File: src/design/tpa_pkg.sv
// ----------------------------------------------------------------------------
// tpa_pkg
// Shared types and constants of the two-pool free page allocator.
// ----------------------------------------------------------------------------
`default_nettype none

package tpa_pkg;

   localparam int SMALL_PAGES_DEF = 32768;
   localparam int SUPER_PAGES_DEF = 16;

   localparam int SMALL_SHIFT = 12;
   localparam int SUPER_SHIFT = 21;
   localparam int SMALL_PN_W  = 32 - SMALL_SHIFT;
   localparam int SUPER_PN_W  = 32 - SUPER_SHIFT;

   localparam int QUEUE_DEPTH = 2;

   localparam logic [1:0] CMD_ALLOC_SMALL = 2'd0;
   localparam logic [1:0] CMD_FREE_SMALL  = 2'd1;
   localparam logic [1:0] CMD_ALLOC_SUPER = 2'd2;
   localparam logic [1:0] CMD_FREE_SUPER  = 2'd3;

   localparam logic [1:0] ST_DONE   = 2'd0;
   localparam logic [1:0] ST_EMPTY  = 2'd1;
   localparam logic [1:0] ST_REJECT = 2'd2;
   localparam logic [1:0] ST_FULL   = 2'd3;

   localparam logic [0:0] CSR_KERNEL_END = 1'b0;
   localparam logic [0:0] CSR_PHYS_TOP   = 1'b1;

   localparam logic [31:0] KERNEL_END_RST = 32'h8000_0000;
   localparam logic [31:0] PHYS_TOP_RST   = 32'h8800_0000;

   typedef struct packed {
      logic [1:0]  command;
      logic [31:0] address;
   } req_type;

   typedef struct packed {
      logic [31:0] page_address;
      logic [1:0]  status;
   } rsp_type;

   // classified item handed from front to back
   typedef struct packed {
      logic [1:0]            command;
      logic                  addr_ok;
      logic [SMALL_PN_W-1:0] page_num;
   } entry_type;

endpackage

`default_nettype wire

File: src/design/tpa_queue.sv
// ----------------------------------------------------------------------------
// tpa_queue
// Short first-in-first-out queue of classified items between front and back.
// ----------------------------------------------------------------------------
`default_nettype none

module tpa_queue (
   input  wire logic               clock,
   input  wire logic               reset,
   input  wire logic               push,
   input  wire tpa_pkg::entry_type push_entry,
   input  wire logic               pop,
   output tpa_pkg::entry_type      pop_entry,
   output logic                    not_empty,
   output logic                    full
);

   localparam int PW = $clog2(tpa_pkg::QUEUE_DEPTH);
   localparam int CW = $clog2(tpa_pkg::QUEUE_DEPTH + 1);

   tpa_pkg::entry_type slot_ff [tpa_pkg::QUEUE_DEPTH];
   logic [PW-1:0] wr_ptr_ff, wr_ptr_in;
   logic [PW-1:0] rd_ptr_ff, rd_ptr_in;
   logic [CW-1:0] count_ff, count_in;

   assign not_empty = (count_ff != '0);
   assign full      = (count_ff == CW'(tpa_pkg::QUEUE_DEPTH));
   assign pop_entry = slot_ff[rd_ptr_ff];

   always_comb begin
      wr_ptr_in = push ? wr_ptr_ff + PW'(1) : wr_ptr_ff;
      rd_ptr_in = pop  ? rd_ptr_ff + PW'(1) : rd_ptr_ff;
      count_in  = count_ff + CW'(push) - CW'(pop);
   end

   always_ff @(posedge clock) begin
      if (reset) begin
         wr_ptr_ff <= '0;
         rd_ptr_ff <= '0;
         count_ff  <= '0;
      end else begin
         wr_ptr_ff <= wr_ptr_in;
         rd_ptr_ff <= rd_ptr_in;
         count_ff  <= count_in;
      end
   end

   always_ff @(posedge clock) begin
      if (push) begin
         slot_ff[wr_ptr_ff] <= push_entry;
      end
   end

endmodule

`default_nettype wire

File: config.mk
export PLATFORM = sky130hd
export DESIGN_NAME = tpa_queue
export DESIGN_NICKNAME = d
export VERILOG_FILES = /design/src/design/tpa_pkg.sv /design/src/design/tpa_queue.sv
export SDC_FILE = /design/constraint.sdc
export NUM_CORES = 1
export LEC_CHECK = 0
export CAP_MARGIN = 20
export CORE_MARGIN = 4
export CORE_UTILIZATION = 60
export DETAILED_ROUTE_END_ITERATION = 8
export DONT_BUFFER_PORTS = 1
export PLACE_DENSITY = 0.77
export SETUP_SLACK_MARGIN = 0.2
export SYNTH_ARGS = -nofsm -noshare
export SYNTH_HDL_FRONTEND = slang
export SYNTH_SLANG_ARGS = --single-unit
File: constraint.sdc
create_clock -name clock -period 2 [get_ports clock]
set_input_delay 0.4 -clock clock [delete_from_list [all_inputs] [get_ports clock]]
set_output_delay 0.4 -clock clock [all_outputs]
set_load 0.01 [all_outputs]
== Word level (Yosys, flattened, before mapping) ==
Memory sizes are Yosys's and may differ from the RTL's. A register that Yosys moved wholly into a read port is not among the register bits.
Index checks and enable logic that the tools add are counted.
Word-level totals
  output and inout port bits: 25
  register bits: 4
  RAM bits: 46
  memories kept: 1
  logic and storage cells: 14
  input bits: 27
Memories
  slot_ff: depth 2, width 23, rd ports 1, clocked after Yosys merged registers in 1, wr ports 1, RTL line tpa_queue.sv:21  | tpa_pkg::entry_type slot_ff [tpa_pkg::QUEUE_DEPTH];
Cells by class
  multiplexer cells: 4
  reduce and logical (&&, ||, !) cells: 1
  $add $sub $neg: 4
  equality and inequality tests: 1
Operator list (number)
  1-bit 2-to-1 mux: 4
  1-bit adder (second input constant): 2
  2-bit by 1-bit adder with 2-bit output: 1
  2-bit equality test (second input constant): 1
  2-bit nonzero test: 1
  2-bit by 1-bit subtractor with 2-bit output: 1

== Depth between registers and ports, before layout ==
Gate-level depths: netlist of run 1.
  word-level depth: 3
  depth in mapped cells: 6
  gate-level depth less buffers: 6

== Least setup slack after synthesis of run 1 ==
Ideal clock, no wire load.
  kind: input-to-reg
  start point: input port push
  end point: memory slot_ff[0][0] in the netlist's numbering, enable pin
  library setup time: 0.405 ns
  stages on the path: 1
  data required time: 1.595 ns
  setup slack: 0.131 ns
  path buffers: 0
  data arrival time: 1.463 ns
  path through: nor2b_1
Between the ends
  word-level cells in the longest chain between the ends: 2
Ends and longest elaborated chain
  start: declaration: RTL line tpa_queue.sv:10  | input wire logic push,
  1-bit 2-to-1 mux: RTL line tpa_queue.sv:49  | if (push) begin
  1-bit 2-to-1 mux (not written as such): RTL line tpa_queue.sv:50  | slot_ff[wr_ptr_ff] <= push_entry;
  end: declaration: RTL line tpa_queue.sv:21
No other way between the ends.

==> impl_metrics.env, run 1 <==
export IMPL_outcome="completed"
export IMPL_path_cells="buf_6 > mux2_2"
export IMPL_dp_cells=140
export IMPL_swShare_pct=21.6
export IMPL_synth_top_cells_by_area="edfxtp_1 73%, mux2_2 14%, dfxtp_1 5.3%"
export IMPL_drtIter0Drc=32
export IMPL_p_seq_share_pct=67.1
export IMPL_cts_buffers_inserted=5
export IMPL_path_class="register to output port"
export IMPL_fin_worst_skew_ns=0.00568
export IMPL_overflow=0
export IMPL_drv_slew=0
export IMPL_ff_latch_area_um2=1480
export IMPL_r2r_setup_slack_ns=0.77
export IMPL_internal_power_mw=1.48
export IMPL_synth_seq_cells=51
export IMPL_crit_family="multiplexers"
export IMPL_whs_endpoint="count_ff[0]"
export IMPL_cts_tree="built"
export IMPL_async_flop_share_pct=0
export IMPL_dp_final_hpwl_mm=1.92
export IMPL_power_mw=1.88
export IMPL_synthMostInstantiatedCell="edfxtp_1"
export IMPL_fill_cells=208
export IMPL_viasPerCell=5.32
export IMPL_regToRegEndpoint="count_ff[1]"
export IMPL_cts_root_buf="clkbuf_4"
export IMPL_portBuffers=0
export IMPL_rsz0062_at_grt="no"
export IMPL_post_drt_wl_per_cell_um=17.9
export IMPL_dieArea_um2=4100
export IMPL_hold_path_startpoint="reset"
export IMPL_drc_errors=0
export IMPL_final_layout_size_suffix_gt1_share_pct=34.6
export IMPL_drtPass1Iterations=4
export IMPL_arrival_ns=1.30
export IMPL_setup_viol=0
export IMPL_cts_htree_levels=2
export IMPL_power_density_nw_per_um2=934
export IMPL_synth_top_cell_area_share_pct=73.4
export IMPL_clk_pin_slew_worst_paths_ns=0.12
export IMPL_ys_top_cells_by_count="46 x edfxtp_1, 23 x mux2_2, 5 x dfxtp_1"
export IMPL_required_ns=1.60
export IMPL_min_path_type="input port to register"
export IMPL_final_nets=132
export IMPL_endpoint_kind="output port"
export IMPL_worst_slew_pin_slew_ns=0.224
export IMPL_hold_violations=0
export IMPL_die_w_um=64.0
export IMPL_multiInputGateArea_um2=373
export IMPL_grt_max_degree=16
export IMPL_mappedNetlistNets=121
export IMPL_ys_warn_count=0
export IMPL_die_h_um=64.0
export IMPL_clkPwrFrac_pct=21.1
export IMPL_vias=788
export IMPL_rr_startpoint="count_ff[0]"
export IMPL_critPathMaxStageDelay_ns=0.39
export IMPL_maxCapViolCount=0
export IMPL_peakVddDrop_uv=522
export IMPL_n_antenna_cell=0
export IMPL_static_leakage_power_nw=0.681
export IMPL_synth_cell_types=12
export IMPL_synth_largest_area_cell="edfxtp_1"
export IMPL_cp_start_kind="register"
export IMPL_clkSinkCount=51
export IMPL_fp_row_count=20
export IMPL_worstHoldPathCells=1
export IMPL_ant_nets=0
export IMPL_clock_fmax_mhz=589
export IMPL_start_util_pct=62.1
export IMPL_synth_cells=92
export IMPL_antenna_found_initial=0
export IMPL_clkLatencyLatePin_ns=0.34
export IMPL_slew_headroom_pct=85.0
export IMPL_netlist_area_um2=1880
export IMPL_syn_area_per_cell_um2=20.5
export IMPL_synthFlopType="edfxtp_1"
export IMPL_cp_num_buf_inv=1
export IMPL_area_delta_synth_final_pct=7.05
export IMPL_r2r_cells=6
export IMPL_crit_path_top_delay_cell="mux2_2"
export IMPL_grt_pass1_vias=915
export IMPL_utilization_pct=66.5
export IMPL_yosysSeqAreaShare_pct=78.7
export IMPL_power_frac_comb_pct=11.8
export IMPL_period_share_pct=84.9
export IMPL_io_pins=52
export IMPL_tns_ns=0
export IMPL_fin_crit_ns=1.70
export IMPL_grt_pass1_wl_mm=4.49
export IMPL_wl_mm=2.65
export IMPL_switchingPower_uw=407
export IMPL_core_area_um2=3030
export IMPL_grt_usage_pct=15.1
export IMPL_gp_congestion=0.651
export IMPL_crit_fanout=15
export IMPL_fin_cells=148
export IMPL_clockBufferDepth=2
export IMPL_synth_edff_count=46
==> state kept, by name, indices dropped and copies added (netlist names), named ones only <==
register and cells:
slot_ff 46, rd_ptr_ff 1, count_ff 2, wr_ptr_ff 1
==> logic make-up after synthesis <==
logic type / after synthesis / synth area share (%)
buf+inv: 4 / 1.60
flops: 51 / 78.7
xor+xnor: 3 / 2.13
mux: 23 / 13.8
simple gates: 9 / 2.46
fa+ha+maj: 2 / 1.33
==> per-layer routing <==
metal	GRT usage [%]	wire length, um	up-vias
met5	0	0	-
met4	4.85	21	0
met3	7.03	252	4
met2	26.7	1540	35
met1	15.6	841	379
li1	-	-	370
==> cells in the final DEF (no fill, tap or decap), drive strengths merged <==
cell,n
xnor3,1
inv,2
edfxtp,46
xnor2,2
clkbuf,6
nor2b,3
dfxtp,5
buf,6
ha,2
nor2,4
mux2,23
or2,1
clkinv,2
and2,1
==> through the flow <==
| stage | cell area [um2] | setup WS [ns] | hold WS, ns |
|---|---|---|---|
| after floorplan | 1880 | 0.555 | 0.472 |
| after global placement | 1960 | 0.655 | 0.472 |
| after detailed placement | 1960 | 0.635 | 0.475 |
| after CTS | 2010 | 0.237 | 0.0935 |
| after global routing | 2010 | 0.225 | 0.0655 |
| final | 2010 | 0.301 | 0.105 |
==> worst reg2reg max path: stages (launching register included) <==
cell and delay, ns:
dfxtp_1 0.37, inv_1 0.05, ha_1 0.26, inv_1 0.05
ha_1 0.15, xnor3_1 0.21, nor2_1 0.09
==> repair_timing <==
item | CTS | global route
hold buffers | 0 | 0
resized for setup | 0 | 1
endpoints found under the setup margin | 0 | 15
buffers inserted | 0 | 0
==> how the worst max path moves through the flow <==
stage	to	slack, ns	cells past startpoint
floorplan	slot_ff[0][0]	0.56	1
global placement	pop_entry[12]	0.66	2
detailed placement	pop_entry[21]	0.64	2
CTS	pop_entry[21]	0.24	2
global route	pop_entry[17]	0.22	2
finish	pop_entry[18]	0.30	2
==> final cells by class <==
cell class                      instances  share of cell area [%]
Sequential cell                        51                    73.5
Multi-Input combinational cell         37                    18.5
Tap cell                               44                    2.73
Timing Repair Buffer                    6                    2.42
Clock buffer                            6                    2.05
Clock inverter                          2                   0.373
Inverter                                2                   0.373
==> power groups by stage <==
stage	registers, mW	clock network (mW)	logic [mW]
floorplan	1.28	0	0.184
global placement	1.28	0	0.218
detailed placement	1.29	0	0.225
CTS	1.26	0.416	0.226
global route	1.27	0.479	0.243
finish	1.26	0.397	0.222
Note: power is estimated with default switching activity, not from simulation.
==> run 2, diff against run 1 <==
- clock period: 2 -> 1.7 ns (I/O delays scaled with it)
==> impl_metrics.env, run 2 (synthesis results as in run 1) <==
export IMPL_cts_buffers_inserted=5
export IMPL_io_pins=52
export IMPL_drtIter0Drc=27
export IMPL_drtPass1Iterations=4
export IMPL_cts_htree_levels=2
export IMPL_drc_errors=0
export IMPL_switchingPower_uw=502
export IMPL_hold_violations=0
export IMPL_post_drt_wl_per_cell_um=18.7
export IMPL_grt_max_degree=16
export IMPL_reg_top3="slot_ff x46, count_ff x2"
export IMPL_internal_power_mw=1.78
export IMPL_path_cells="buf_12 > mux2_2"
export IMPL_mostFrequentLayoutCell="edfxtp_1"
export IMPL_vias=784
export IMPL_power_density_nw_per_um2=1080
export IMPL_dieArea_um2=4100
export IMPL_swShare_pct=22.0
export IMPL_setup_viol=0
export IMPL_fin_cells=149
export IMPL_clk_pin_slew_worst_paths_ns=0.12
export IMPL_final_layout_size_suffix_gt1_share_pct=36.2
export IMPL_clkLatencyLatePin_ns=0.34
export IMPL_period_share_pct=94.0
export IMPL_grt_usage_pct=14.9
export IMPL_grt_pass1_vias=917
export IMPL_gp_congestion=0.651
export IMPL_static_leakage_power_nw=0.754
export IMPL_start_util_pct=62.1
export IMPL_clockBufferDepth=2
export IMPL_portBuffers=0
export IMPL_outcome="completed"
export IMPL_min_path_type="input port to register"
export IMPL_largest_reg_flops=46
export IMPL_antenna_found_initial=0
export IMPL_slew_headroom_pct=85.0
export IMPL_crit_family="flip-flops"
export IMPL_maxCapViolCount=0
export IMPL_layout_common_cells="46 x edfxtp_1, 15 x mux2_4, 8 x mux2_2, 5 x clkbuf_4"
export IMPL_core_area_um2=3030
export IMPL_die_w_um=64.0
export IMPL_crit_path_top_delay_cell="dfxtp_4"
export IMPL_dp_cells=140
export IMPL_final_nets=133
export IMPL_power_frac_comb_pct=13.5
export IMPL_n_antenna_cell=0
export IMPL_fin_area_um2=2120
export IMPL_path_class="register to output port"
export IMPL_finalWorstSetupSlack_ns=0.102
export IMPL_fin_crit_ns=1.60
export IMPL_rsz0062_at_grt="yes"
export IMPL_clkSinkCount=51
export IMPL_die_h_um=64.0
export IMPL_endpoint_kind="output port"
export IMPL_place_ws_ns=0.397
export IMPL_fin_worst_skew_ns=0.00554
export IMPL_clock_fmax_mhz=626
export IMPL_arrival_ns=1.26
export IMPL_fp_row_count=20
export IMPL_required_ns=1.36
export IMPL_overflow=0
export IMPL_wl_mm=2.78
export IMPL_cp_start_kind="register"
export IMPL_viasPerCell=5.26
export IMPL_ant_nets=0
export IMPL_crit_fanout=8
export IMPL_cts_tree="built"
export IMPL_worst_slew_pin_slew_ns=0.224
export IMPL_cp_num_buf_inv=1
export IMPL_regMostFlops="slot_ff"
export IMPL_cts_root_buf="clkbuf_4"
export IMPL_place_area_um2=1960
export IMPL_critPathMaxStageDelay_ns=0.42
export IMPL_area_delta_synth_final_pct=12.4
export IMPL_p_seq_share_pct=65.5
export IMPL_post_cts_setup_buffers=0
export IMPL_holdBufCountCts=0
export IMPL_peakVddDrop_uv=674
export IMPL_tns_ns=0
export IMPL_grt_pass1_wl_mm=4.40
export IMPL_drv_slew=0
export IMPL_clkPwrFrac_pct=21.0
export IMPL_dp_final_hpwl_mm=1.88
## run 2: timing repair
action,CTS,global route
endpoints found under the setup margin,23,23
pin swaps,0,0
resized for setup,11,11
gates cloned,0,1
## run 2: cell type report
cell class / count / area [um2]
Sequential cell: 51 / 1490
Inverter: 2 / 7.51
Fill cell: 199 / 912
Clock buffer: 6 / 41.3
Tap cell: 44 / 55.1
Clock inverter: 2 / 7.51
Timing Repair Buffer: 7 / 90.1
Multi-Input combinational cell: 37 / 429
## run 2: power groups by stage
| stage | sequential, mW | combinational [mW] | clock [mW] |
|---|---|---|---|
| after global placement | 1.51 | 0.257 | 0 |
| after detailed placement | 1.52 | 0.264 | 0 |
| after floorplan | 1.51 | 0.217 | 0 |
| final | 1.49 | 0.309 | 0.478 |
| after CTS | 1.49 | 0.284 | 0.496 |
| after global routing | 1.50 | 0.333 | 0.564 |
## run 2: worst register-to-register path, delay by kind of cell, from the launching register on
kind,cells,cell delay [ns]
simple gates,1,0.10
buf+inv,2,0.10
flops,1,0.37
fa+ha+maj,2,0.41
xor+xnor,1,0.22
## run 2: metal layers
metal / vias to the layer above / share of wire, % / track usage, %
met5: - / 0 / 0
met4: 0 / 1.5 / 8.09
met3: 5 / 8.7 / 5.27
met2: 36 / 57 / 27.1
met1: 372 / 33 / 14.5
li1: 371 / - / -
## run 2: metrics by stage
step           hold slack, ns  util (%)  power (mW)
6_report               0.0391      69.9        2.28
5_1_grt               0.00232      69.9        2.40
4_1_cts                0.0236      67.7        2.27
3_5_place_dp            0.415      64.8        1.78
3_3_place_gp            0.412      64.8        1.77
2_1_floorplan           0.412         -        1.73
## run 2: path summary, 6_finish.rpt
| path | start | end | slack (ns) | depth (start not counted) |
|---|---|---|---|---|
| max | register | pop_entry[15] | 0.10 | 2 |
| min | reset | register | 0.04 | 1 |
| max reg2reg | count_ff[0] | count_ff[1] | 0.46 | 6 |
| min reg2reg | rd_ptr_ff | register | 0.53 | 2 |
