**src/design/tpa_pkg.sv**
```systemverilog
// ----------------------------------------------------------------------------
// tpa_pkg
// Shared types and constants of the two-pool free page allocator.
// ----------------------------------------------------------------------------
`default_nettype none

package tpa_pkg;

   localparam int SMALL_PAGES_DEF = 32768;
   localparam int SUPER_PAGES_DEF = 16;

   localparam int SMALL_SHIFT = 12;
   localparam int SUPER_SHIFT = 21;
   localparam int SMALL_PN_W  = 32 - SMALL_SHIFT;
   localparam int SUPER_PN_W  = 32 - SUPER_SHIFT;

   localparam int QUEUE_DEPTH = 2;

   localparam logic [1:0] CMD_ALLOC_SMALL = 2'd0;
   localparam logic [1:0] CMD_FREE_SMALL  = 2'd1;
   localparam logic [1:0] CMD_ALLOC_SUPER = 2'd2;
   localparam logic [1:0] CMD_FREE_SUPER  = 2'd3;

   localparam logic [1:0] ST_DONE   = 2'd0;
   localparam logic [1:0] ST_EMPTY  = 2'd1;
   localparam logic [1:0] ST_REJECT = 2'd2;
   localparam logic [1:0] ST_FULL   = 2'd3;

   localparam logic [0:0] CSR_KERNEL_END = 1'b0;
   localparam logic [0:0] CSR_PHYS_TOP   = 1'b1;

   localparam logic [31:0] KERNEL_END_RST = 32'h8000_0000;
   localparam logic [31:0] PHYS_TOP_RST   = 32'h8800_0000;

   typedef struct packed {
      logic [1:0]  command;
      logic [31:0] address;
   } req_type;

   typedef struct packed {
      logic [31:0] page_address;
      logic [1:0]  status;
   } rsp_type;

   // classified item handed from front to back
   typedef struct packed {
      logic [1:0]            command;
      logic                  addr_ok;
      logic [SMALL_PN_W-1:0] page_num;
   } entry_type;

endpackage

`default_nettype wire

```
**src/design/tpa_front.sv**
```systemverilog
// ----------------------------------------------------------------------------
// tpa_front
// Configuration registers and address check; classifies each accepted item.
// ----------------------------------------------------------------------------
`default_nettype none

module tpa_front #(
   parameter int SUPER_PAGES = tpa_pkg::SUPER_PAGES_DEF
) (
   input  wire logic             clock,
   input  wire logic             reset,
   input  wire logic             csr_valid,
   input  wire logic [0:0]       csr_index,
   input  wire logic [31:0]      csr_data,
   input  wire tpa_pkg::req_type req_item,
   output tpa_pkg::entry_type    entry
);

   localparam logic [32:0] REGION    = 33'(SUPER_PAGES) << tpa_pkg::SUPER_SHIFT;
   localparam logic [32:0] SMALL_SZ  = 33'd1 << tpa_pkg::SMALL_SHIFT;
   localparam logic [32:0] SUPER_SZ  = 33'd1 << tpa_pkg::SUPER_SHIFT;

   logic [31:0] kernel_end_ff, kernel_end_in;
   logic [31:0] phys_top_ff, phys_top_in;
   logic [32:0] addr_x, top_x, super_base;
   logic        small_ok, super_ok;

   always_comb begin
      kernel_end_in = kernel_end_ff;
      phys_top_in   = phys_top_ff;
      if (csr_valid) begin
         case (csr_index)
            tpa_pkg::CSR_KERNEL_END: kernel_end_in = csr_data;
            tpa_pkg::CSR_PHYS_TOP:   phys_top_in   = csr_data;
            default: ;
         endcase
      end
   end

   always_ff @(posedge clock) begin
      if (reset) begin
         kernel_end_ff <= tpa_pkg::KERNEL_END_RST;
         phys_top_ff   <= tpa_pkg::PHYS_TOP_RST;
      end else begin
         kernel_end_ff <= kernel_end_in;
         phys_top_ff   <= phys_top_in;
      end
   end

   assign addr_x     = {1'b0, req_item.address};
   assign top_x      = {1'b0, phys_top_ff};
   assign super_base = (top_x >= REGION) ? (top_x - REGION) : 33'd0;

   assign small_ok = (req_item.address[tpa_pkg::SMALL_SHIFT-1:0] == '0)
                     && (req_item.address >= kernel_end_ff)
                     && ((addr_x + SMALL_SZ) <= top_x);

   assign super_ok = (req_item.address[tpa_pkg::SUPER_SHIFT-1:0] == '0)
                     && (addr_x >= super_base)
                     && ((addr_x + SUPER_SZ) <= top_x);

   always_comb begin
      entry.command  = req_item.command;
      entry.addr_ok  = (req_item.command == tpa_pkg::CMD_FREE_SUPER) ? super_ok : small_ok;
      entry.page_num = req_item.address[31:tpa_pkg::SMALL_SHIFT];
   end

endmodule

`default_nettype wire

```
**config.mk**
```make
export PLATFORM = sky130hd
export DESIGN_NAME = tpa_front
export DESIGN_NICKNAME = d
export VERILOG_FILES = /design/src/design/tpa_pkg.sv /design/src/design/tpa_front.sv
export SDC_FILE = /design/constraint.sdc
export NUM_CORES = 1
export LEC_CHECK = 0
export BUFFER_PORTS_ARGS = -buffer_cell sky130_fd_sc_hd__buf_2
export CORE_MARGIN = 3
export CORE_UTILIZATION = 25
export CTS_CLUSTER_DIAMETER = 120
export DETAILED_ROUTE_END_ITERATION = 7
export GPL_ROUTABILITY_DRIVEN = 1
export PLACE_DENSITY = 0.53
export SETUP_SLACK_MARGIN = 0.02
export SLEW_MARGIN = 20
export SYNTH_ARGS = -nofsm -noshare
export SYNTH_HDL_FRONTEND = slang
export SYNTH_SLANG_ARGS = --single-unit
```
**constraint.sdc**
```tcl
create_clock -name clock -period 10.09 [get_ports clock]
set_input_delay 2.018 -clock clock [delete_from_list [all_inputs] [get_ports clock]]
set_output_delay 2.018 -clock clock [all_outputs]
set_load 0.05 [all_outputs]
```
# Yosys cells after proc, flatten, opt, wreduce, memory -nomap -nowiden
# Cells that the tools add are included.
[word_totals]
reg_bits = 64
inputBits = 70
elab_cells = 22
[classes]
add_sub_neg = 3
n_lt_le_gt_ge = 5
n_eq_ne = 1
n_mux = 2
bitwise = 1
reduce_logical = 8
[ops]
columns = ["op", "n"]
rows = [
  ["33-bit by 32-bit <= comparator with 1-bit output", 2],
  ["32-bit by 13-bit adder with 33-bit output, second input constant", 1],
  ["32-bit by 22-bit adder with 33-bit output, second input constant", 1],
  ["32-bit by 33-bit >= comparator with 1-bit output", 1],
  ["33-bit two-way mux", 1],
  ["32-bit by 26-bit subtractor with 33-bit output, second input constant", 1],
  ["32-bit by 26-bit >= comparator with 1-bit output, second input constant", 1],
  ["32-bit >= comparator", 1],
  ["21-bit logical NOT", 1],
  ["12-bit logical NOT", 1],
  ["1-bit logical AND", 4],
  ["2-bit AND reduction", 2],
  ["2-bit == test, second input constant", 1],
  ["1-bit two-way mux", 1],
  ["1-bit inverter", 1],
]

# Longest topological paths before layout
# Gate-level depths: netlist (run 1).
[depth]
ltp_word = 6
ltp_mapped = 15
mapped_depth_nobuf = 14

# Worst setup path before layout (run 1)
# OpenSTA, ideal clock, no wires.
[synth_timing]
kind = "input to output"
from = "input port req_item[16] (netlist bit)"
to = "output port entry[20] (netlist bit)"
arrival_time_ns = 4.867
required_time_ns = 8.072
path_slack_ns = 3.205
path_stages = 11
n_path_buf = 0
cell_sequence = "and3_1 -> and3_1 -> nand2_1 -> or3_1 -> xnor2_1 -> ha_1 -> nand4_1 -> or4_2 -> nor2_1 -> o31ai_1 -> o32ai_2"
[synth_lines]
columns = ["element", "line_no", "text"]
rows = [
  ["start: declaration", "tpa_front.sv:15", "input wire tpa_pkg::req_type req_item,"],
  ["end: declaration", "tpa_front.sv:16", "output tpa_pkg::entry_type entry"],
]

==> impl_metrics.tcl, run 1 <==
set metrics [dict create \
    drt_pass1_iterations 7 \
    crit_type "input port to primary output" \
    postSynthCellCount 799 \
    port_buffers 92 \
    grt_pass1_vias 5421 \
    ys_seq_area_share_pct 21.5 \
    crit_path_max_fanout 8 \
    grt_max_degree 65 \
    drive_gt1_share_pct 14.6 \
    netlist_area_sq_um 5950 \
    grt_usage_pct 14.2 \
    clk_pin_slew_ns 0.05 \
    yosys_warnings 0 \
    cp_cell_sequence "buf_2 -> ha_1 -> and3_1 -> nor2b_1 -> nand2_1 -> xnor2_1 -> ha_1 -> a21oi_1 -> nor2_1 -> a211oi_2 -> o21ai_1 -> a2111oi_2 -> o31ai_1 -> o32ai_2 -> buf_2" \
    die_area_sq_um 25700 \
    hpwl_mm 14.5 \
    cts_sinks 64 \
    period_share_pct 71.2 \
    routed.top_layer "met4" \
    numCtsBuffers 9 \
    grt.overflow.total 0 \
    slew_headroom_pct 51.3 \
    antenna_found_initial 0 \
    ys_seq_elements 64 \
    fin_nets 1049 \
    wire_per_inst_microns 15.4 \
    detail_route.vias_per_cell 4.66 \
    setup-violations-final 0 \
    slew_violations 0 \
    cts-root-buf "clkbuf_16" \
    grt_pass1_wl_mm 29.2 \
    drt_wl_total_mm 18.1 \
    drc 0 \
    htree_num_levels 3 \
    ios 93 \
    diodes 0 \
    gp_congestion 0.826 \
    power_density_nw_per_um2 124 \
    die_x_microns 160 \
    cp_slowest_stage_delay_ns 0.36 \
    fin_setup_tns_ns 0 \
    slowest_stage "a2111oi_2" \
    critPathRequiredTime_ns 8.07 \
    p_leak_nw 2.91 \
    rsz0062_at_grt "false" \
    synth_async_sr_flop_share_pct 0 \
    critPathLaunchType "input port" \
    drt_iter0_markers 287 \
    fill_cells 2575 \
    hold_viol_final 0 \
    worstSkewPairLatency_ns 0.33 \
    status "finished, final reports clean" \
    worst_setup_path_end_kind "primary output" \
    tightest_slew_ns 0.731 \
    layout-area-overhead-vs-synth_pct 16.2 \
    hp-class "register to register" \
    syn-num-nets 989 \
    die_y_microns 160 \
    cts_resized 0 \
    wl_met1_mm 8.77 \
    skew_ns 0 \
    clk_path_buf_depth 2 \
    vias 5488 \
    multiInputGateArea_sq_um 4130 \
    max_cap_viol_count 0 \
    seq_area_sq_um 1280 \
    wl_met2_mm 8.26 \
    core_area_sq_um 23000 \
    dominantRegCellSynth "dfxtp_1" \
    fin_util_pct 30.1 \
    post_cts_buffers 0 \
    initial_core_util_pct 25.9 \
    tritoncts "yes" \
    fmax_mhz 139 \
    hold_buffers 0 \
    arrival_ns 5.17 \
    ys_types 54 \
    synthTopCellsByArea "ha_1 (25%), dfxtp_1 (22%), nand2_1 (12%), a21oi_1 (7.9%), inv_1 (4.4%)" \
    yosysTopAreaCell "ha_1" \
    synth_top_area_share_pct 25.2 \
    ant_nets 0 \
    syn_area_per_cell_sq_um 7.45 \
    period_minus_slack_ns 7.19 \
    ir_worst_vdd_mv 0.0583 \
    row_count 55 \
    synth_edf_count 0 \
    wl_met3_microns 719 \
]
per-stage QoR:
| stage | instance area, sq um | worst slack (ns) | power [mW] | hold WS (ns) | std cells |
|---|---|---|---|---|---|
| after floorplan | 5950 | 3.21 | 0.427 | 0.436 | 799 |
| after global placement | 6570 | 2.87 | 0.495 | 0.443 | 1161 |
| after detailed placement | 6570 | 2.87 | 0.497 | 0.446 | 1161 |
| after CTS | 6910 | 2.85 | 0.863 | 0.455 | 1177 |
| after global routing | 6910 | 2.62 | 0.905 | 0.474 | 1177 |
| final | 6910 | 2.90 | 0.854 | 0.452 | 1177 |
cell families after synthesis:
group	count (synthesis)	synth area share, %
AOI/OAI and AO/OA	164	16.6
xor gates and xnor gates	31	4.56
adders and majority gates	120	25.2
buffers and inverters	118	9.04
DFF	64	21.5
muxes	1	0.168
and+or+nand+nor	301	22.9
synth_stat cells, types with 8 or more instances:
cell	n
buf_4	22
nand3_1	18
nor2b_1	8
nand4_1	21
o21ai_0	16
nand2_1	184
nor4_1	15
inv_1	69
xnor2_1	20
ha_1	120
a21oi_1	94
nor2_1	22
clkbuf_1	20
a21o_1	21
dfxtp_1	64
xor2_1	11
power by group:
part	internal [mW]	switching, mW	total (mW)
logic	0.0828	0.132	0.215
registers	0.265	0.0107	0.276
clock network	0.248	0.116	0.364
cell usage in the layout, fill, tap and decap left out, types with 11 or more instances in the layout:
master / synthesis / final
a21o_1: 21 / 21
a21oi_1: 94 / 94
buf_2: 4 / 92
dfxtp_1: 64 / 64
ha_1: 120 / 120
inv_1: 69 / 69
nand2_1: 184 / 184
nand3_1: 18 / 18
nand4_1: 21 / 21
nor2_1: 22 / 22
nor4_1: 15 / 15
o21ai_0: 16 / 16
xnor2_1: 20 / 20
xor2_1: 11 / 11
area by class of cell:
class,instances,area share [%]
clock buffer,11,3.51
clock inverter,5,1.50
inverter,70,3.80
multi-input combinational,617,59.8
sequential,64,18.5
tap,313,5.66
timing repair buffer,97,7.20
layer usage:
| layer | GRT usage, % | up-vias |
|---|---|---|
| met1 | 19.4 | 2493 |
| li1 | - | 2861 |
| met4 | 3.75 | 0 |
| met2 | 23.2 | 112 |
| met5 | 0 | - |
| met3 | 2.49 | 22 |
worst paths after layout:
check / cells past startpoint / slack (ns) / start / endpoint
worst max-delay path: 15 / 2.90 / req_item[12] / entry[20]
worst min-delay path: 2 / 0.45 / kernel_end_ff[3] / kernel_end_ff[3]
worst max register to register: 3 / 9.32 / kernel_end_ff[31] / kernel_end_ff[31]
worst min register to register: 2 / 0.45 / kernel_end_ff[3] / kernel_end_ff[3]
flip-flops by register name (all words and copies together) (netlist names):
name           cells
phys_top_ff       32
kernel_end_ff     32
worst max-delay path, delay by kind of cell:
kind,cells,cell delay [ns]
AO/OA/AOI/OAI,6,1.24
AND/OR/NAND/NOR,4,0.72
adder cells (fa/ha/maj),2,0.53
buffers and inverters,2,0.52
XOR/XNOR,1,0.13
Note: power is estimated with default switching activity, not from simulation.
==> run 2, diff against run 1 <==
Settings changed: ABC_AREA set to 1, PLACE_DENSITY 0.53 to 0.54.
Clock period 10.09 ns to 6.4 ns, I/O delays scaled along.
==> impl_metrics.tcl, run 2 <==
set metrics [dict create \
    status "finished, final reports clean" \
    fin_setup_tns_ns 0 \
    crit_path_max_fanout 8 \
    drc 0 \
    initial_core_util_pct 25.8 \
    mostFrequentLayoutCells "nand2_1 (160), ha_1 (120), a21oi_1 (119)" \
    dominantRegCellSynth "dfxtp_1" \
    clk_path_buf_depth 2 \
    row_count 56 \
    slew_headroom_pct 40.9 \
    post_cts_buffers 0 \
    tightest_slew_ns 0.881 \
    p_switching_mw 0.458 \
    worstRegToRegCells 2 \
    ys_seq_elements 64 \
    grt.met2_usage_pct 24.1 \
    die_y_microns 162 \
    ir_worst_vdd_mv 0.120 \
    slew_violations 0 \
    critPathLaunchType "input port" \
    gr-usage-met1_pct 18.1 \
    clk_pin_slew_ns 0.05 \
    synth_async_sr_flop_share_pct 0 \
    fmax_mhz 194 \
    grt-busiest-layer "met2" \
    core_area_sq_um 23800 \
    setup_slack_ns 1.23 \
    combPwrFrac_pct 29.9 \
    synthTopCellsByArea "ha_1 (25%), dfxtp_1 (21%), nand2_1 (9.9%), a21oi_1 (9.7%), inv_1 (7.1%)" \
    ys_seq_area_share_pct 20.9 \
    met3_usage_pct 2.57 \
    ant_nets 0 \
    drt_pass1_iterations 4 \
    hp-class "register to register" \
    rr_endpoint "phys_top_ff[31]" \
    antenna_found_initial 0 \
    synth.most_common_cell "nand2_1" \
    top_regs "kernel_end_ff: 32 flops, phys_top_ff: 32 flops" \
    yosys_warnings 0 \
    period_share_pct 80.7 \
    synth_common_cells "nand2_1 (161), ha_1 (120), a21oi_1 (119)" \
    htree_num_levels 3 \
    diodes 0 \
    grt_pass1_wl_mm 29.4 \
    hold_path_depth 2 \
    syn_area_per_cell_sq_um 6.87 \
    critPathRequiredTime_ns 5.12 \
    numCtsBuffers 9 \
    final_common_cell "nand2_1" \
    cts_resized 0 \
    yosysTopAreaCell "ha_1" \
    hold_end "kernel_end_ff[14]" \
    pre_cts_ws_ns 1.21 \
    hold_buffers 0 \
    synth_top_area_share_pct 24.5 \
    postSynthCellCount 890 \
    fin_nets 1144 \
    power_density_nw_per_um2 189 \
    arrival_ns 3.89 \
    rsz0062_at_grt "false" \
    fill_cells 2654 \
    hold_viol_final 0 \
    fin_cells 1277 \
    p_leak_nw 3.33 \
    fin_util_pct 29.7 \
    pwr-share-clk_pct 37.4 \
    drt_iter0_markers 241 \
    switching_share_pct 34.3 \
    skew_ns 0 \
    wire_per_inst_microns 14.0 \
    worst_setup_path_end_kind "primary output" \
    worstSkewPairLatency_ns 0.34 \
    tritoncts "yes" \
    hp-start "kernel_end_ff[14]" \
    cts-root-buf "clkbuf_16" \
    drive_gt1_share_pct 13.6 \
    dp_cells 1262 \
    regToRegSetupSlack_ns 5.65 \
    setup-violations-final 0 \
    die_x_microns 162 \
    syn-num-nets 1080 \
    period_minus_slack_ns 5.17 \
    grt.overflow.total 0 \
    port_buffers 92 \
    crit_type "input port to primary output" \
    regToRegStartpoint "phys_top_ff[31]" \
    p_seq_share_pct 32.8 \
    netlist_area_sq_um 6120 \
    hpwl_mm 14.5 \
    detail_route.vias_per_cell 4.56 \
    grt_usage_pct 14.0 \
    p_int_mw 0.877 \
    vias 5821 \
    crit_path_start "req_item[14]" \
    synth_edf_count 0 \
    max_cap_viol_count 0 \
    cts_sinks 64 \
    layout-area-overhead-vs-synth_pct 15.3 \
    grt_pass1_vias 5776 \
    grt_max_degree 65 \
    drt_wl_total_mm 17.9 \
    die_area_sq_um 26400 \
    ios 93 \
    gp_congestion 0.860 \
    ys_types 33 \
]
[run 2: cell types whose count changed after synthesis, sizes merged, moves of 22 or more]
cell / before / now
o21ai: 18 / 85
inv: 70 / 121
nor2: 22 / 63
a21oi: 94 / 119
a21o: 23 / 1
[run 2: worst max path at each step]
stage,end,slack (ns),cells after the start
floorplan,entry[20],1.76,17
global placement,entry[20],1.28,18
detailed placement,entry[20],1.21,18
CTS,entry[20],1.19,18
global route,entry[20],0.87,18
finish,entry[20],1.23,18
[run 2: area by class of cell]
class / count / area [sq um] / area share (%)
repair buffers: 96 / 490 / 6.95
clock buffers: 11 / 243 / 3.44
clock inverters: 4 / 45.0 / 0.639
inverters: 123 / 462 / 6.54
multi-input cells: 660 / 4130 / 58.6
flip-flops and latches: 64 / 1280 / 18.2
well taps: 319 / 399 / 5.66
[run 2: layer usage]
| layer | vias to the layer above | part of all wire [%] |
|---|---|---|
| li1 | 3093 | - |
| met4 | 0 | 1.2 |
| met1 | 2627 | 48 |
| met2 | 88 | 47 |
| met3 | 13 | 4.0 |
| met5 | - | 0 |
[run 2: worst max-delay path: stages]
cell,delay (ns)
buf_2,0.19
nand3_1,0.16
nor3_2,0.19
nand3_1,0.20
nor2_4,0.27
inv_2,0.10
nand2_1,0.07
nand2_1,0.05
ha_1,0.27
nand2_1,0.06
nor2_1,0.17
nand3_1,0.11
nor4_1,0.18
nand3_1,0.10
nand2_1,0.08
nand3_1,0.06
nand2_1,0.09
buf_2,0.27
[run 2: logic make-up (layout without fill, tap and decap cells)]
kind of cell	count (synthesis)	after routing	synth area share, %
AND/OR/NAND/NOR	309	309	22.6
AO/OA/AOI/OAI	213	213	17.8
buffers and inverters	166	234	11.6
adder cells (fa/ha/maj)	120	120	24.5
XOR/XNOR	18	18	2.58
flip-flops	64	64	20.9
[run 2: power by group through the flow]
stage	logic [mW]	clock network (mW)	registers, mW
6_report	0.399	0.499	0.438
5_1_grt	0.468	0.532	0.441
4_1_cts	0.405	0.515	0.438
3_5_place_dp	0.402	0	0.447
3_3_place_gp	0.397	0	0.446
2_1_floorplan	0.287	0	0.443
[run 2: through the flow]
| step | power, mW | cell area [sq um] | hold slack, ns |
|---|---|---|---|
| after global routing | 1.44 | 7050 | 0.470 |
| after detailed placement | 0.848 | 6760 | 0.451 |
| final | 1.34 | 7050 | 0.456 |
| after global placement | 0.843 | 6760 | 0.447 |
| after CTS | 1.36 | 7050 | 0.460 |
| after floorplan | 0.730 | 6120 | 0.433 |
==> run 3, diff against run 2 <==
Settings changed: PLACE_DENSITY 0.54 to 0.53.
Clock period 6.4 ns to 5.3 ns, I/O delays scaled along.
==> impl_metrics.tcl, run 3 (synthesis gave the netlist of run 2 again) <==
set metrics [dict create \
    status "finished, final reports clean" \
    power_density_nw_per_um2 239 \
    hold_viol_final 0 \
    wire_per_inst_microns 14.0 \
    drive_gt1_share_pct 13.8 \
    fin_nets 1146 \
    hold_buffers 0 \
    antenna_found_initial 0 \
    slowest_stage "dfxtp_1" \
    rsz0062_at_grt "false" \
    p_switching_mw 0.558 \
    cp_cell_sequence "nor2_1 -> nand3_1 -> nor3_1 -> nand2_1 -> nand2_1 -> buf_4 -> nand2_1 -> ha_1 -> nand2_1 -> nor2_1 -> nand2_1 -> nor2_1 -> nand2_1 -> nand3_1 -> nand2_1 -> nand2_1 -> nand2_1 -> nand2_1 -> nand3_1 -> nand2_1 -> buf_2" \
    htree_num_levels 3 \
    grt_max_degree 65 \
    period_minus_slack_ns 4.69 \
    grt.overflow.total 0 \
    cts-root-buf "clkbuf_16" \
    tightest_slew_ns 0.829 \
    p_leak_nw 3.36 \
    die_y_microns 162 \
    hpwl_mm 14.5 \
    final_common_cell "nand2_1" \
    p_seq_share_pct 31.0 \
    crit_type "register to primary output" \
    ir_worst_vdd_mv 0.163 \
    detail_route.vias_per_cell 4.58 \
    drt_wl_total_mm 17.9 \
    drt_iter0_markers 283 \
    design_area_sq_um 7110 \
    drt_pass1_iterations 5 \
    crit_path_max_fanout 16 \
    setup_slack_ns 0.610 \
    ant_nets 0 \
    fin_cells 1280 \
    critPathLaunchType "register" \
    pwr-share-clk_pct 40.6 \
    die_x_microns 162 \
    critPathRequiredTime_ns 4.24 \
    gp_congestion 0.871 \
    combPwrFrac_pct 28.3 \
    cts_resized 0 \
    layout-area-overhead-vs-synth_pct 16.3 \
    cp_slowest_stage_delay_ns 0.34 \
    skew_ns 0 \
    cts_sinks 64 \
    path_buf_inv 2 \
    setup-violations-final 0 \
    arrival_ns 3.63 \
    switching_share_pct 32.8 \
    mostFrequentLayoutCells "nand2_1 (160), ha_1 (120), a21oi_1 (119)" \
    fmax_mhz 213 \
    initial_core_util_pct 25.8 \
    slew_violations 0 \
    worst_setup_path_end_kind "primary output" \
    top_regs "kernel_end_ff: 32 flops, phys_top_ff: 32 flops" \
    pre_cts_ws_ns 0.579 \
    p_int_mw 1.15 \
    core_area_sq_um 23800 \
    row_count 56 \
    grt_usage_pct 13.7 \
    period_share_pct 88.5 \
    clk_pin_slew_ns 0.05 \
    cp_common_cell "nand2_1" \
    drc 0 \
    die_area_sq_um 26400 \
    worstSkewPairLatency_ns 0.34 \
    slew_headroom_pct 44.4 \
    port_buffers 92 \
    clk_path_buf_depth 2 \
    hp-class "register to register" \
    vias 5862 \
    numCtsBuffers 9 \
    grt_pass1_vias 5550 \
    regToRegSetupSlack_ns 4.55 \
    diodes 0 \
    post_cts_buffers 0 \
    dp_cells 1264 \
    dpl_cell_area_sq_um 6780 \
    fin_setup_tns_ns 0 \
    cpLargestDelayFamily "simple AND/OR/NAND/NOR gates" \
    fin_util_pct 29.9 \
    tritoncts "yes" \
    grt_pass1_wl_mm 28.8 \
    max_cap_viol_count 0 \
    ios 93 \
]
-- run 3: worst register-to-register path: cells and delay by family (launching register included) --
family	cells	cell delay, ns
AO/OA/AOI/OAI	1	0.12
buffers and inverters	1	0.17
flip-flops	1	0.32
-- run 3: layout make-up --
| cell class | instances | area (sq um) |
|---|---|---|
| fillers | 2649 | 16600 |
| well taps | 319 | 399 |
| clock inverters | 6 | 108 |
| flip-flops and latches | 64 | 1280 |
| inverters | 123 | 462 |
| multi-input cells | 660 | 4130 |
| clock buffers | 10 | 229 |
| repair buffers | 98 | 505 |
-- run 3: power groups by stage --
stage	Clock, mW	Sequential (mW)	Combinational [mW]
after global placement	0	0.539	0.479
after detailed placement	0	0.539	0.486
final	0.692	0.528	0.483
after floorplan	0	0.535	0.346
after global routing	0.731	0.532	0.564
after CTS	0.715	0.528	0.489
-- run 3: worst paths after layout --
check / cells after the start / endpoint / startpoint
hold reg to reg: 2 / kernel_end_ff[29] / kernel_end_ff[29]
setup / recovery: 21 / entry[20] / phys_top_ff[28]
setup reg to reg: 2 / phys_top_ff[31] / phys_top_ff[31]
hold / removal: 2 / kernel_end_ff[29] / kernel_end_ff[29]
-- run 3: per-layer routing --
metal / routed length [microns] / vias to the layer above / GRT usage (%)
li1: - / 3097 / -
met2: 8350 / 106 / 22.8
met3: 729 / 21 / 2.34
met1: 8530 / 2638 / 18.3
met5: 0 / - / 0
met4: 332 / 0 / 4.11
-- run 3: through the flow --
stage	power (mW)	hold WS (ns)
finish	1.70	0.456
CTS	1.73	0.460
global route	1.83	0.473
detailed placement	1.03	0.451
floorplan	0.882	0.433
global placement	1.02	0.448
